[src/asod_pkg.sv]
package asod_pkg;

    localparam int ACC_W      = 16;
    localparam int TIME_W     = 32;
    localparam int CFG_IDX_W  = 3;
    localparam int CFG_DATA_W = 16;
    localparam int FLAT_W     = 15;
    localparam int SQ_W       = 2 * ACC_W;
    localparam int JSQ_W      = SQ_W + 2;

    typedef enum logic [1:0] {
        OR_PORTRAIT       = 2'd0,
        OR_LANDSCAPE      = 2'd1,
        OR_PORTRAIT_FLIP  = 2'd2,
        OR_LANDSCAPE_FLIP = 2'd3
    } t_orient;

    typedef logic [CFG_IDX_W-1:0] t_cfg_idx;

    localparam t_cfg_idx CFG_WAKE_JERK   = 3'd0;
    localparam t_cfg_idx CFG_SHAKE_JERK  = 3'd1;
    localparam t_cfg_idx CFG_REFRACTORY  = 3'd2;
    localparam t_cfg_idx CFG_PAIR_WINDOW = 3'd3;
    localparam t_cfg_idx CFG_COOLDOWN    = 3'd4;
    localparam t_cfg_idx CFG_FLAT_LEVEL  = 3'd5;
    localparam t_cfg_idx CFG_STABLE_TIME = 3'd6;

    localparam logic [CFG_DATA_W-1:0] RST_WAKE_JERK   = 16'd614;
    localparam logic [CFG_DATA_W-1:0] RST_SHAKE_JERK  = 16'd7373;
    localparam logic [CFG_DATA_W-1:0] RST_REFRACTORY  = 16'd200;
    localparam logic [CFG_DATA_W-1:0] RST_PAIR_WINDOW = 16'd700;
    localparam logic [CFG_DATA_W-1:0] RST_COOLDOWN    = 16'd3000;
    localparam logic [FLAT_W-1:0]     RST_FLAT_LEVEL  = 15'd2048;
    localparam logic [CFG_DATA_W-1:0] RST_STABLE_TIME = 16'd500;

endpackage

[src/asod_in_if.sv]
interface asod_in_if;
    import asod_pkg::*;

    logic                     valid;
    logic                     ready;
    logic signed [ACC_W-1:0]  accel_x;
    logic signed [ACC_W-1:0]  accel_y;
    logic signed [ACC_W-1:0]  accel_z;
    logic [TIME_W-1:0]        time_ms;
    logic                     rotation_lock;

    modport source (output valid, accel_x, accel_y, accel_z, time_ms, rotation_lock,
                    input ready);
    modport sink (input valid, accel_x, accel_y, accel_z, time_ms, rotation_lock,
                  output ready);
endinterface

[src/asod_out_if.sv]
interface asod_out_if;
    import asod_pkg::*;

    logic       valid;
    logic       ready;
    logic       motion_wake;
    logic       double_shake;
    logic [1:0] orientation;
    logic       orientation_changed;

    modport source (output valid, motion_wake, double_shake, orientation,
                    orientation_changed, input ready);
    modport sink (input valid, motion_wake, double_shake, orientation,
                  orientation_changed, output ready);
endinterface

[src/asod_cfg_if.sv]
interface asod_cfg_if;
    import asod_pkg::*;

    logic                  valid;
    logic                  ready;
    t_cfg_idx              index;
    logic [CFG_DATA_W-1:0] data;

    modport source (output valid, index, data, input ready);
    modport sink (input valid, index, data, output ready);
endinterface

[src/accel_shake_orientation_detector.sv]
// Channel  | Port   | Direction | Word
// ---------+--------+-----------+--------------------------------------------------
// sample   | i_smp  | in        | accel_x/y/z, time_ms, rotation_lock
// result   | o_res  | out       | motion_wake, double_shake, orientation, changed
// config   | i_cfg  | in        | register index and write data, always ready
//
// One sample is accepted per cycle while i_smp.ready is high; a result is offered once its
// sample has passed the input register, squares, threshold compare and the result register
// with the timing state.
// Reset is synchronous and returns the configuration registers, stage valids and tracking
// state to their defaults; the first sample after reset only primes the previous-sample store.
// Each stage holds only while the stage ahead is full, so a stalled result leaves room
// for three further samples before i_smp.ready falls.
module accel_shake_orientation_detector (
    input  logic            i_clk,
    input  logic            i_rst_n,
    asod_in_if.sink         i_smp,
    asod_out_if.source      o_res,
    asod_cfg_if.sink        i_cfg
);
    import asod_pkg::*;

    // Configuration registers
    logic [CFG_DATA_W-1:0] r_cfg_wake;
    logic [CFG_DATA_W-1:0] r_cfg_shake;
    logic [CFG_DATA_W-1:0] r_cfg_refr;
    logic [CFG_DATA_W-1:0] r_cfg_pair;
    logic [CFG_DATA_W-1:0] r_cfg_cool;
    logic [FLAT_W-1:0]     r_cfg_flat;
    logic [CFG_DATA_W-1:0] r_cfg_stable;
    logic [SQ_W-1:0]       r_wake_sq;
    logic [SQ_W-1:0]       r_shake_sq;

    // Stage valids and handshakes
    logic r_v1, r_v2, r_v3, r_v4;
    logic rdy1, rdy2, rdy3, rdy4;
    logic acc_in, load2, load3, load4;

    // Previous sample store
    logic                    r_primed;
    logic signed [ACC_W-1:0] r_prev_x, r_prev_y, r_prev_z;

    // Stage 1
    logic                    r1_prime;
    logic signed [ACC_W-1:0] r1_x, r1_y;
    logic [ACC_W-1:0]        r1_dx, r1_dy, r1_dz;
    logic [TIME_W-1:0]       r1_time;
    logic                    r1_lock;

    // Stage 2
    logic              r2_prime;
    logic [SQ_W-1:0]   r2_sx, r2_sy, r2_sz;
    logic [TIME_W-1:0] r2_time;
    logic              r2_lock;
    logic              r2_flat;
    t_orient           r2_cand;

    // Stage 3
    logic              r3_prime;
    logic              r3_wake;
    logic              r3_shake;
    logic [TIME_W-1:0] r3_time;
    logic              r3_lock;
    logic              r3_flat;
    t_orient           r3_cand;

    // Tracking state
    logic [TIME_W-1:0] r_last_pulse, n_last_pulse;
    logic [TIME_W-1:0] r_cool, n_cool;
    t_orient           r_cur, n_cur;
    t_orient           r_cand, n_cand;
    logic [TIME_W-1:0] r_cand_since, n_cand_since;

    // Result register
    logic    r_res_wake, n_wake;
    logic    r_res_dbl, n_dbl;
    t_orient r_res_orient;
    logic    r_res_changed, n_changed;

    // Combinational helpers
    logic signed [ACC_W:0] dx_diff, dy_diff, dz_diff;
    logic [ACC_W-1:0]      dx_abs, dy_abs, dz_abs;
    logic [ACC_W-1:0]      mag_x, mag_y;
    logic                  flat_c;
    t_orient               cand_c;
    logic [JSQ_W-1:0]      jsq;
    logic [TIME_W-1:0]     since_pulse;
    logic [TIME_W-1:0]     cand_elapsed;
    logic                  pulse, dbl_hit, cand_new, do_switch;

    // Handshakes
    assign rdy4   = !r_v4 || o_res.ready;
    assign rdy3   = !r_v3 || rdy4;
    assign rdy2   = !r_v2 || rdy3;
    assign rdy1   = !r_v1 || rdy2;
    assign acc_in = i_smp.valid && rdy1;
    assign load2  = r_v1 && rdy2;
    assign load3  = r_v2 && rdy3;
    assign load4  = r_v3 && rdy4;

    assign i_smp.ready = rdy1;
    assign i_cfg.ready = 1'b1;

    assign o_res.valid               = r_v4;
    assign o_res.motion_wake         = r_res_wake;
    assign o_res.double_shake        = r_res_dbl;
    assign o_res.orientation         = r_res_orient;
    assign o_res.orientation_changed = r_res_changed;

    // Configuration writes
    always_ff @(posedge i_clk) begin
        if (!i_rst_n) begin
            r_cfg_wake   <= RST_WAKE_JERK;
            r_cfg_shake  <= RST_SHAKE_JERK;
            r_cfg_refr   <= RST_REFRACTORY;
            r_cfg_pair   <= RST_PAIR_WINDOW;
            r_cfg_cool   <= RST_COOLDOWN;
            r_cfg_flat   <= RST_FLAT_LEVEL;
            r_cfg_stable <= RST_STABLE_TIME;
        end else if (i_cfg.valid) begin
            unique case (i_cfg.index)
                CFG_WAKE_JERK:   r_cfg_wake   <= i_cfg.data;
                CFG_SHAKE_JERK:  r_cfg_shake  <= i_cfg.data;
                CFG_REFRACTORY:  r_cfg_refr   <= i_cfg.data;
                CFG_PAIR_WINDOW: r_cfg_pair   <= i_cfg.data;
                CFG_COOLDOWN:    r_cfg_cool   <= i_cfg.data;
                CFG_FLAT_LEVEL:  r_cfg_flat   <= i_cfg.data[FLAT_W-1:0];
                CFG_STABLE_TIME: r_cfg_stable <= i_cfg.data;
                default: ;
            endcase
        end
    end

    // Squared thresholds follow the registers in the next cycle, well before any sample
    // written after the change reaches the compare stage.
    always_ff @(posedge i_clk) begin
        r_wake_sq  <= r_cfg_wake * r_cfg_wake;
        r_shake_sq <= r_cfg_shake * r_cfg_shake;
    end

    // Stage 1: axis deltas against the previous sample
    always_comb begin
        dx_diff = $signed({i_smp.accel_x[ACC_W-1], i_smp.accel_x})
                - $signed({r_prev_x[ACC_W-1], r_prev_x});
        dy_diff = $signed({i_smp.accel_y[ACC_W-1], i_smp.accel_y})
                - $signed({r_prev_y[ACC_W-1], r_prev_y});
        dz_diff = $signed({i_smp.accel_z[ACC_W-1], i_smp.accel_z})
                - $signed({r_prev_z[ACC_W-1], r_prev_z});
        dx_abs  = dx_diff[ACC_W] ? ACC_W'(-dx_diff) : dx_diff[ACC_W-1:0];
        dy_abs  = dy_diff[ACC_W] ? ACC_W'(-dy_diff) : dy_diff[ACC_W-1:0];
        dz_abs  = dz_diff[ACC_W] ? ACC_W'(-dz_diff) : dz_diff[ACC_W-1:0];
    end

    always_ff @(posedge i_clk) begin
        if (acc_in) begin
            r_prev_x <= i_smp.accel_x;
            r_prev_y <= i_smp.accel_y;
            r_prev_z <= i_smp.accel_z;
            r1_prime <= !r_primed;
            r1_x     <= i_smp.accel_x;
            r1_y     <= i_smp.accel_y;
            r1_dx    <= dx_abs;
            r1_dy    <= dy_abs;
            r1_dz    <= dz_abs;
            r1_time  <= i_smp.time_ms;
            r1_lock  <= i_smp.rotation_lock;
        end
    end

    // Stage 2: squares and the orientation candidate
    always_comb begin
        mag_x  = r1_x[ACC_W-1] ? ACC_W'(-r1_x) : r1_x;
        mag_y  = r1_y[ACC_W-1] ? ACC_W'(-r1_y) : r1_y;
        flat_c = (mag_x < {1'b0, r_cfg_flat}) && (mag_y < {1'b0, r_cfg_flat});
        if (mag_y >= mag_x) begin
            cand_c = r1_y[ACC_W-1] ? OR_PORTRAIT_FLIP : OR_PORTRAIT;
        end else begin
            cand_c = r1_x[ACC_W-1] ? OR_LANDSCAPE_FLIP : OR_LANDSCAPE;
        end
    end

    always_ff @(posedge i_clk) begin
        if (load2) begin
            r2_prime <= r1_prime;
            r2_sx    <= r1_dx * r1_dx;
            r2_sy    <= r1_dy * r1_dy;
            r2_sz    <= r1_dz * r1_dz;
            r2_time  <= r1_time;
            r2_lock  <= r1_lock;
            r2_flat  <= flat_c;
            r2_cand  <= cand_c;
        end
    end

    // Stage 3: squared jerk against the squared thresholds
    assign jsq = JSQ_W'(r2_sx) + JSQ_W'(r2_sy) + JSQ_W'(r2_sz);

    always_ff @(posedge i_clk) begin
        if (load3) begin
            r3_prime <= r2_prime;
            r3_wake  <= jsq > JSQ_W'(r_wake_sq);
            r3_shake <= jsq > JSQ_W'(r_shake_sq);
            r3_time  <= r2_time;
            r3_lock  <= r2_lock;
            r3_flat  <= r2_flat;
            r3_cand  <= r2_cand;
        end
    end

    // Stage 4: pulse timing and orientation tracking. Elapsed times wrap modulo 2^32.
    always_comb begin
        since_pulse  = r3_time - r_last_pulse;
        pulse        = r3_shake && (since_pulse > TIME_W'(r_cfg_refr));
        dbl_hit      = pulse && (r3_time > r_cool) && (since_pulse < TIME_W'(r_cfg_pair));
        cand_new     = (r3_cand != r_cand);
        // A fresh candidate restarts its timer at this sample, so it has waited zero.
        cand_elapsed = cand_new ? '0 : r3_time - r_cand_since;
        do_switch    = !r3_flat && (r3_cand != r_cur) && !r3_lock
                    && (cand_elapsed >= TIME_W'(r_cfg_stable));
    end

    always_comb begin
        n_last_pulse = r_last_pulse;
        n_cool       = r_cool;
        n_cur        = r_cur;
        n_cand       = r_cand;
        n_cand_since = r_cand_since;
        n_wake       = 1'b0;
        n_dbl        = 1'b0;
        n_changed    = 1'b0;
        if (!r3_prime) begin
            n_wake = r3_wake;
            if (pulse) begin
                n_last_pulse = r3_time;
                if (dbl_hit) begin
                    n_cool = r3_time + TIME_W'(r_cfg_cool);
                    n_dbl  = 1'b1;
                end
            end
            if (r3_flat) begin
                n_cand_since = r3_time;
            end else begin
                if (cand_new) begin
                    n_cand       = r3_cand;
                    n_cand_since = r3_time;
                end
                if (do_switch) begin
                    n_cur     = r3_cand;
                    n_changed = 1'b1;
                end
            end
        end
    end

    always_ff @(posedge i_clk) begin
        if (load4) begin
            r_res_wake    <= n_wake;
            r_res_dbl     <= n_dbl;
            r_res_orient  <= n_cur;
            r_res_changed <= n_changed;
        end
    end

    // Control and tracking state
    always_ff @(posedge i_clk) begin
        if (!i_rst_n) begin
            r_v1         <= 1'b0;
            r_v2         <= 1'b0;
            r_v3         <= 1'b0;
            r_v4         <= 1'b0;
            r_primed     <= 1'b0;
            r_last_pulse <= '0;
            r_cool       <= '0;
            r_cur        <= OR_LANDSCAPE;
            r_cand       <= OR_LANDSCAPE;
            r_cand_since <= '0;
        end else begin
            if (rdy1) begin
                r_v1 <= i_smp.valid;
            end
            if (rdy2) begin
                r_v2 <= r_v1;
            end
            if (rdy3) begin
                r_v3 <= r_v2;
            end
            if (rdy4) begin
                r_v4 <= r_v3;
            end
            if (acc_in) begin
                r_primed <= 1'b1;
            end
            if (load4) begin
                r_last_pulse <= n_last_pulse;
                r_cool       <= n_cool;
                r_cur        <= n_cur;
                r_cand       <= n_cand;
                r_cand_since <= n_cand_since;
            end
        end
    end

    // Checks
    a_primed_stays: assert property (@(posedge i_clk) disable iff (!i_rst_n)
        r_primed |=> r_primed)
        else $error("primed flag fell without reset");

    a_change_moves: assert property (@(posedge i_clk) disable iff (!i_rst_n)
        (load4 && n_changed) |=> (r_cur != $past(r_cur)))
        else $error("orientation change reported but orientation kept");

    a_state_holds: assert property (@(posedge i_clk) disable iff (!i_rst_n)
        !load4 |=> ($stable(r_last_pulse) && $stable(r_cool) && $stable(r_cur)))
        else $error("tracking state moved without a sample");

    a_dbl_is_pulse: assert property (@(posedge i_clk) disable iff (!i_rst_n)
        (load4 && n_dbl) |=> (r_last_pulse == $past(r3_time)))
        else $error("double shake without recording the pulse time");

endmodule
[src/flat_wrapper.sv]
// flat-port wrapper written by rule: the top's interface ports become plain ports
module accel_shake_orientation_detector_flat import asod_pkg::*;
  (i_clk, i_rst_n, i_smp_valid, i_smp_accel_x, i_smp_accel_y, i_smp_accel_z, i_smp_time_ms, i_smp_rotation_lock, i_smp_ready, o_res_valid, o_res_motion_wake, o_res_double_shake, o_res_orientation, o_res_orientation_changed, o_res_ready, i_cfg_valid, i_cfg_index, i_cfg_data, i_cfg_ready);
  asod_in_if i_smp_i ();
  asod_out_if o_res_i ();
  asod_cfg_if i_cfg_i ();
  input  logic i_clk;
  input  logic i_rst_n;
  input wire logic [$bits(i_smp_i.valid)-1:0] i_smp_valid;
  input wire logic [$bits(i_smp_i.accel_x)-1:0] i_smp_accel_x;
  input wire logic [$bits(i_smp_i.accel_y)-1:0] i_smp_accel_y;
  input wire logic [$bits(i_smp_i.accel_z)-1:0] i_smp_accel_z;
  input wire logic [$bits(i_smp_i.time_ms)-1:0] i_smp_time_ms;
  input wire logic [$bits(i_smp_i.rotation_lock)-1:0] i_smp_rotation_lock;
  output wire logic [$bits(i_smp_i.ready)-1:0] i_smp_ready;
  output wire logic [$bits(o_res_i.valid)-1:0] o_res_valid;
  output wire logic [$bits(o_res_i.motion_wake)-1:0] o_res_motion_wake;
  output wire logic [$bits(o_res_i.double_shake)-1:0] o_res_double_shake;
  output wire logic [$bits(o_res_i.orientation)-1:0] o_res_orientation;
  output wire logic [$bits(o_res_i.orientation_changed)-1:0] o_res_orientation_changed;
  input wire logic [$bits(o_res_i.ready)-1:0] o_res_ready;
  input wire logic [$bits(i_cfg_i.valid)-1:0] i_cfg_valid;
  input wire logic [$bits(i_cfg_i.index)-1:0] i_cfg_index;
  input wire logic [$bits(i_cfg_i.data)-1:0] i_cfg_data;
  output wire logic [$bits(i_cfg_i.ready)-1:0] i_cfg_ready;
  assign i_smp_i.valid = i_smp_valid;
  assign i_smp_i.accel_x = i_smp_accel_x;
  assign i_smp_i.accel_y = i_smp_accel_y;
  assign i_smp_i.accel_z = i_smp_accel_z;
  assign i_smp_i.time_ms = i_smp_time_ms;
  assign i_smp_i.rotation_lock = i_smp_rotation_lock;
  assign i_smp_ready = i_smp_i.ready;
  assign o_res_valid = o_res_i.valid;
  assign o_res_motion_wake = o_res_i.motion_wake;
  assign o_res_double_shake = o_res_i.double_shake;
  assign o_res_orientation = o_res_i.orientation;
  assign o_res_orientation_changed = o_res_i.orientation_changed;
  assign o_res_i.ready = o_res_ready;
  assign i_cfg_i.valid = i_cfg_valid;
  assign i_cfg_i.index = i_cfg_index;
  assign i_cfg_i.data = i_cfg_data;
  assign i_cfg_ready = i_cfg_i.ready;
  accel_shake_orientation_detector u_core (.i_clk(i_clk), .i_rst_n(i_rst_n), .i_smp(i_smp_i), .o_res(o_res_i), .i_cfg(i_cfg_i));
endmodule
[config.mk]
export PLATFORM = sky130hd
export DESIGN_NAME = accel_shake_orientation_detector_flat
export DESIGN_NICKNAME = d
export VERILOG_FILES = /design/src/asod_pkg.sv /design/src/asod_in_if.sv /design/src/asod_out_if.sv /design/src/asod_cfg_if.sv /design/src/accel_shake_orientation_detector.sv /design/src/flat_wrapper.sv
export SDC_FILE = /design/constraint.sdc
export NUM_CORES = 2
export LEC_CHECK = 0
export ABC_CLOCK_PERIOD_IN_PS = 38400
export BUFFER_PORTS_ARGS = -buffer_cell sky130_fd_sc_hd__buf_2
export CAP_MARGIN = 20
export CORE_AREA = 2 2 359 361
export CTS_CLUSTER_DIAMETER = 30
export CTS_CLUSTER_SIZE = 30
export DETAILED_ROUTE_END_ITERATION = 10
export DIE_AREA = 0 0 361 363
export GPL_TIMING_DRIVEN = 0
export PLACE_DENSITY = 0.68
export SLEW_MARGIN = 20
export SYNTH_ARGS = -nofsm -noshare
export SYNTH_HDL_FRONTEND = slang
export SYNTH_SLANG_ARGS = --single-unit
[constraint.sdc]
create_clock -name i_clk -period 38.4 [get_ports i_clk]
set_input_delay 7.68 -clock i_clk [delete_from_list [all_inputs] [get_ports i_clk]]
set_output_delay 7.68 -clock i_clk [all_outputs]
set_load 0.03 [all_outputs]
==> summary.txt <==
Layout
  – Layout overhead on the synthesized area: 11.89%
  – Share of cells above drive strength 1: 0.05663
  – # nets final: 9589
  – Footprint of the multi-input gates: 48250 um2
  – Filler cells: between 10000 and 15000
  – FF+latch area: 14690 um2
  – Final Instance Area: 77620 um2

Drt
  – Pre-Repair DR Iteration Count: 5
  – Detail Route Antenna Nets: 0
  – Total wire length: roughly 180000 um
  – Post-route DRC: 0
  – Via count: approximately 53000
  – Avg WL per Cell: 18.72 um
  – Via-per-instance ratio: approximately 5.5
  – 1st-iter DRT viols: 3388

STA
  – RSZ-0062 raised after global routing: false
  – Min Clock Period, post-route: 16.54 ns
  – Final Skew: 0.05112 ns
  – Final period util: 0.4306
  – Worst hold slack: 0.4109 ns
  – Peak Freq: 60.47 MHz
  – Max_slew headroom: 0.1987
  – Worst Tran Pin Value: 1.172 ns
  – Setup TNS: 0 ns
  – Final hold viol count: 0
  – Slew Viols, Final: 0
  – Setup-failing EPs final: 0

CTS
  – Total CTS buffers: 148
  – PostCTS Resize Cnt: 0
  – H-tree Lvls: 4
  – Root Driver: clkbuf_16
  – Clock transition at path regs: 0.04 ns
  – Clk buf depth: 3
  – Setup bufs post-CTS: 0
  – Worst skew pair latency: 0.76 ns
  – Hold-fix buffers, CTS: 0
  – Clk sink count: 582
  – CTS tree: built

Worst setup path
  – Worst setup path class: input port to output port
  – Worst Setup End Kind: output port
  – Capturing point of the worst reg2reg path: u_core.r3_shake$_DFFE_PP_
  – Reg2reg setup slack: 30.37 ns
  – Worst R2R Start: u_core.r2_sy[3]$_DFFE_PP_
  – Crit path required time: 30.72 ns
  – Critical path launch point: o_res_ready
  – Worst r2r path cells: 28
  – Startpoint types: input port
  – Max FO, Critical Path: 6
  – Critical path data arrival time: 8.86 ns

Yosys
  – Syn Area/Cell: 9.231 um2
  – Top_reg_cell synth: edfxtp_1
  – Leading area contributor after synthesis: fa_1
  – Register area share after synthesis: 0.2118
  – Post-synth EDFFs: 304
  – FFs w/ async S/R, synth: 0
  – Synth top cells by count: 1532 x inv_1, 870 x ha_1, 827 x fa_1
  – Synth warn: 0
  – Synthesized area: 69370 um2
  – Dominant cell by count in the synthesized netlist: inv_1
  – Mapped Nets: 9317
  – Cell variety after synth: 87
  – Yosys reg bits: 582
  – Yosys top cell area share: 0.2387
  – Post-Syn Instances: around 7500
  – Synth top area cells: fa_1 24%, ha_1 16%, edfxtp_1 13%

Run status
  – Status: completed

Global routing
  – GRT overflow: 0
  – First-pass GRT wire length: ~290000 um
  – Number of global-route vias before repair: between 50000 and 60000
  – Antenna violations before repair: 4
  – Total GRT Usage: 0.2779
  – Largest net degree at the start of global routing: 26

Placement
  – Port bufs: 108
  – Post-DP HPWL: between 100000 and 150000 um
  – Post-DP Area: 72410 um2
  – GP Congestion: 0.9415

Die
  – Initial core utilization: 0.5461
  – Ports: 113
  – Row cnt: 131
  – Die Width: about 360 um
  – Height of the die: 363 um
  – Die area: 131000 um2
  – Core Area: between 100000 and 150000 um2

Worst hold path
  – Worst hold endpoint: u_core.r3_time[21]$_DFFE_PP_
  – Critical hold path startpoint: u_core.r2_time[21]$_DFFE_PP_
  – Hold Path Cell Cnt: 0
  – Min-Delay Path Class: flop to flop

Job
  – Max-cap violations: 0
## worst max-delay path, stage by stage
cell     delay, ns
buf_2         0.10
nor2b_1       0.19
and2_0        0.51
nand3_1       0.17
buf_2         0.21
## cells by family after synthesis
family	after synthesis	synth area share
DFF	582	0.2118
and+or+nand+nor	1958	0.1355
xor gates and xnor gates	383	0.04836
buffers and inverters	1708	0.09328
adders and majority gates	1697	0.3956
other	1	0.00005406
muxes	40	0.005970
AOI/OAI and AO/OA	1146	0.1095
## layer usage
layer	GRT usage	vias to the layer above	routed length (um)
met5	0	-	0
met4	0.09000	0	5488
met3	0.03701	337	10630
met2	0.4592	1505	83990
met1	0.3792	25920	79070
li1	-	24910	-
## area by class of cell
cell class / instances / share of cell area
diodes: 1 / 0.00003224
plain buffers: 176 / 0.009284
clock buffers: 178 / 0.05118
clock inverters: 96 / 0.01588
inverters: 1532 / 0.07408
multi-input cells: 5225 / 0.6216
flip-flops and latches: 582 / 0.1893
well taps: 1662 / 0.02679
repair buffers: 122 / 0.01183
## layout by cell type (no fill, tap or decap), types with 29 or more instances in the layout
cell          n
buf_2       114
nor3_1       77
edfxtp_1    304
nor2b_1      80
or3_1        34
o21a_1       72
a21o_1      152
ha_1        870
and3_1       39
a21oi_1     282
xor2_1      120
and2_1      294
inv_1      1532
dfxtp_1     278
o21bai_1     48
mux2i_1      29
xnor2_1     263
a211oi_1     36
o21ai_0     200
nand3_1     134
clkbuf_16   153
nand2b_1     70
fa_1        827
nand4_1      55
nand2_1     760
a21boi_0    118
o211ai_1     47
nor2_1      322
clkbuf_1    179
## state kept, by name, indices dropped and copies added (netlist names), 32 cells and up
register	flops
u_core.r1_time	32
u_core.r2_time	32
u_core.r3_time	32
u_core.r_cand_since	32
u_core.r_cool	32
u_core.r_last_pulse	32
## stage by stage
stage / std cells / setup slack [ns] / utilization
after floorplan: 7515 / 20.22 / -
after global placement: 9285 / 14.86 / 0.5667
after detailed placement: 9299 / 21.87 / 0.5700
final: 9574 / 21.86 / 0.6111
after CTS: 9573 / 21.86 / 0.6110
after global routing: 9574 / 21.76 / 0.6111
## worst max-delay path by stage
stage	end	slack (ns)	cells past startpoint
finish	i_smp_ready	21.86	5
global route	i_smp_ready	21.76	5
global placement	u_core.r2_sy[22]$_DFFE_PP_	14.86	4
CTS	i_smp_ready	21.86	5
detailed placement	i_smp_ready	21.87	5
floorplan	u_core.r2_cand[0]$_DFFE_PP_	20.22	3
Power is left out: the tool's default activity adds up to more than one toggle a clock period on the data nets, which glitch-free logic cannot reach.
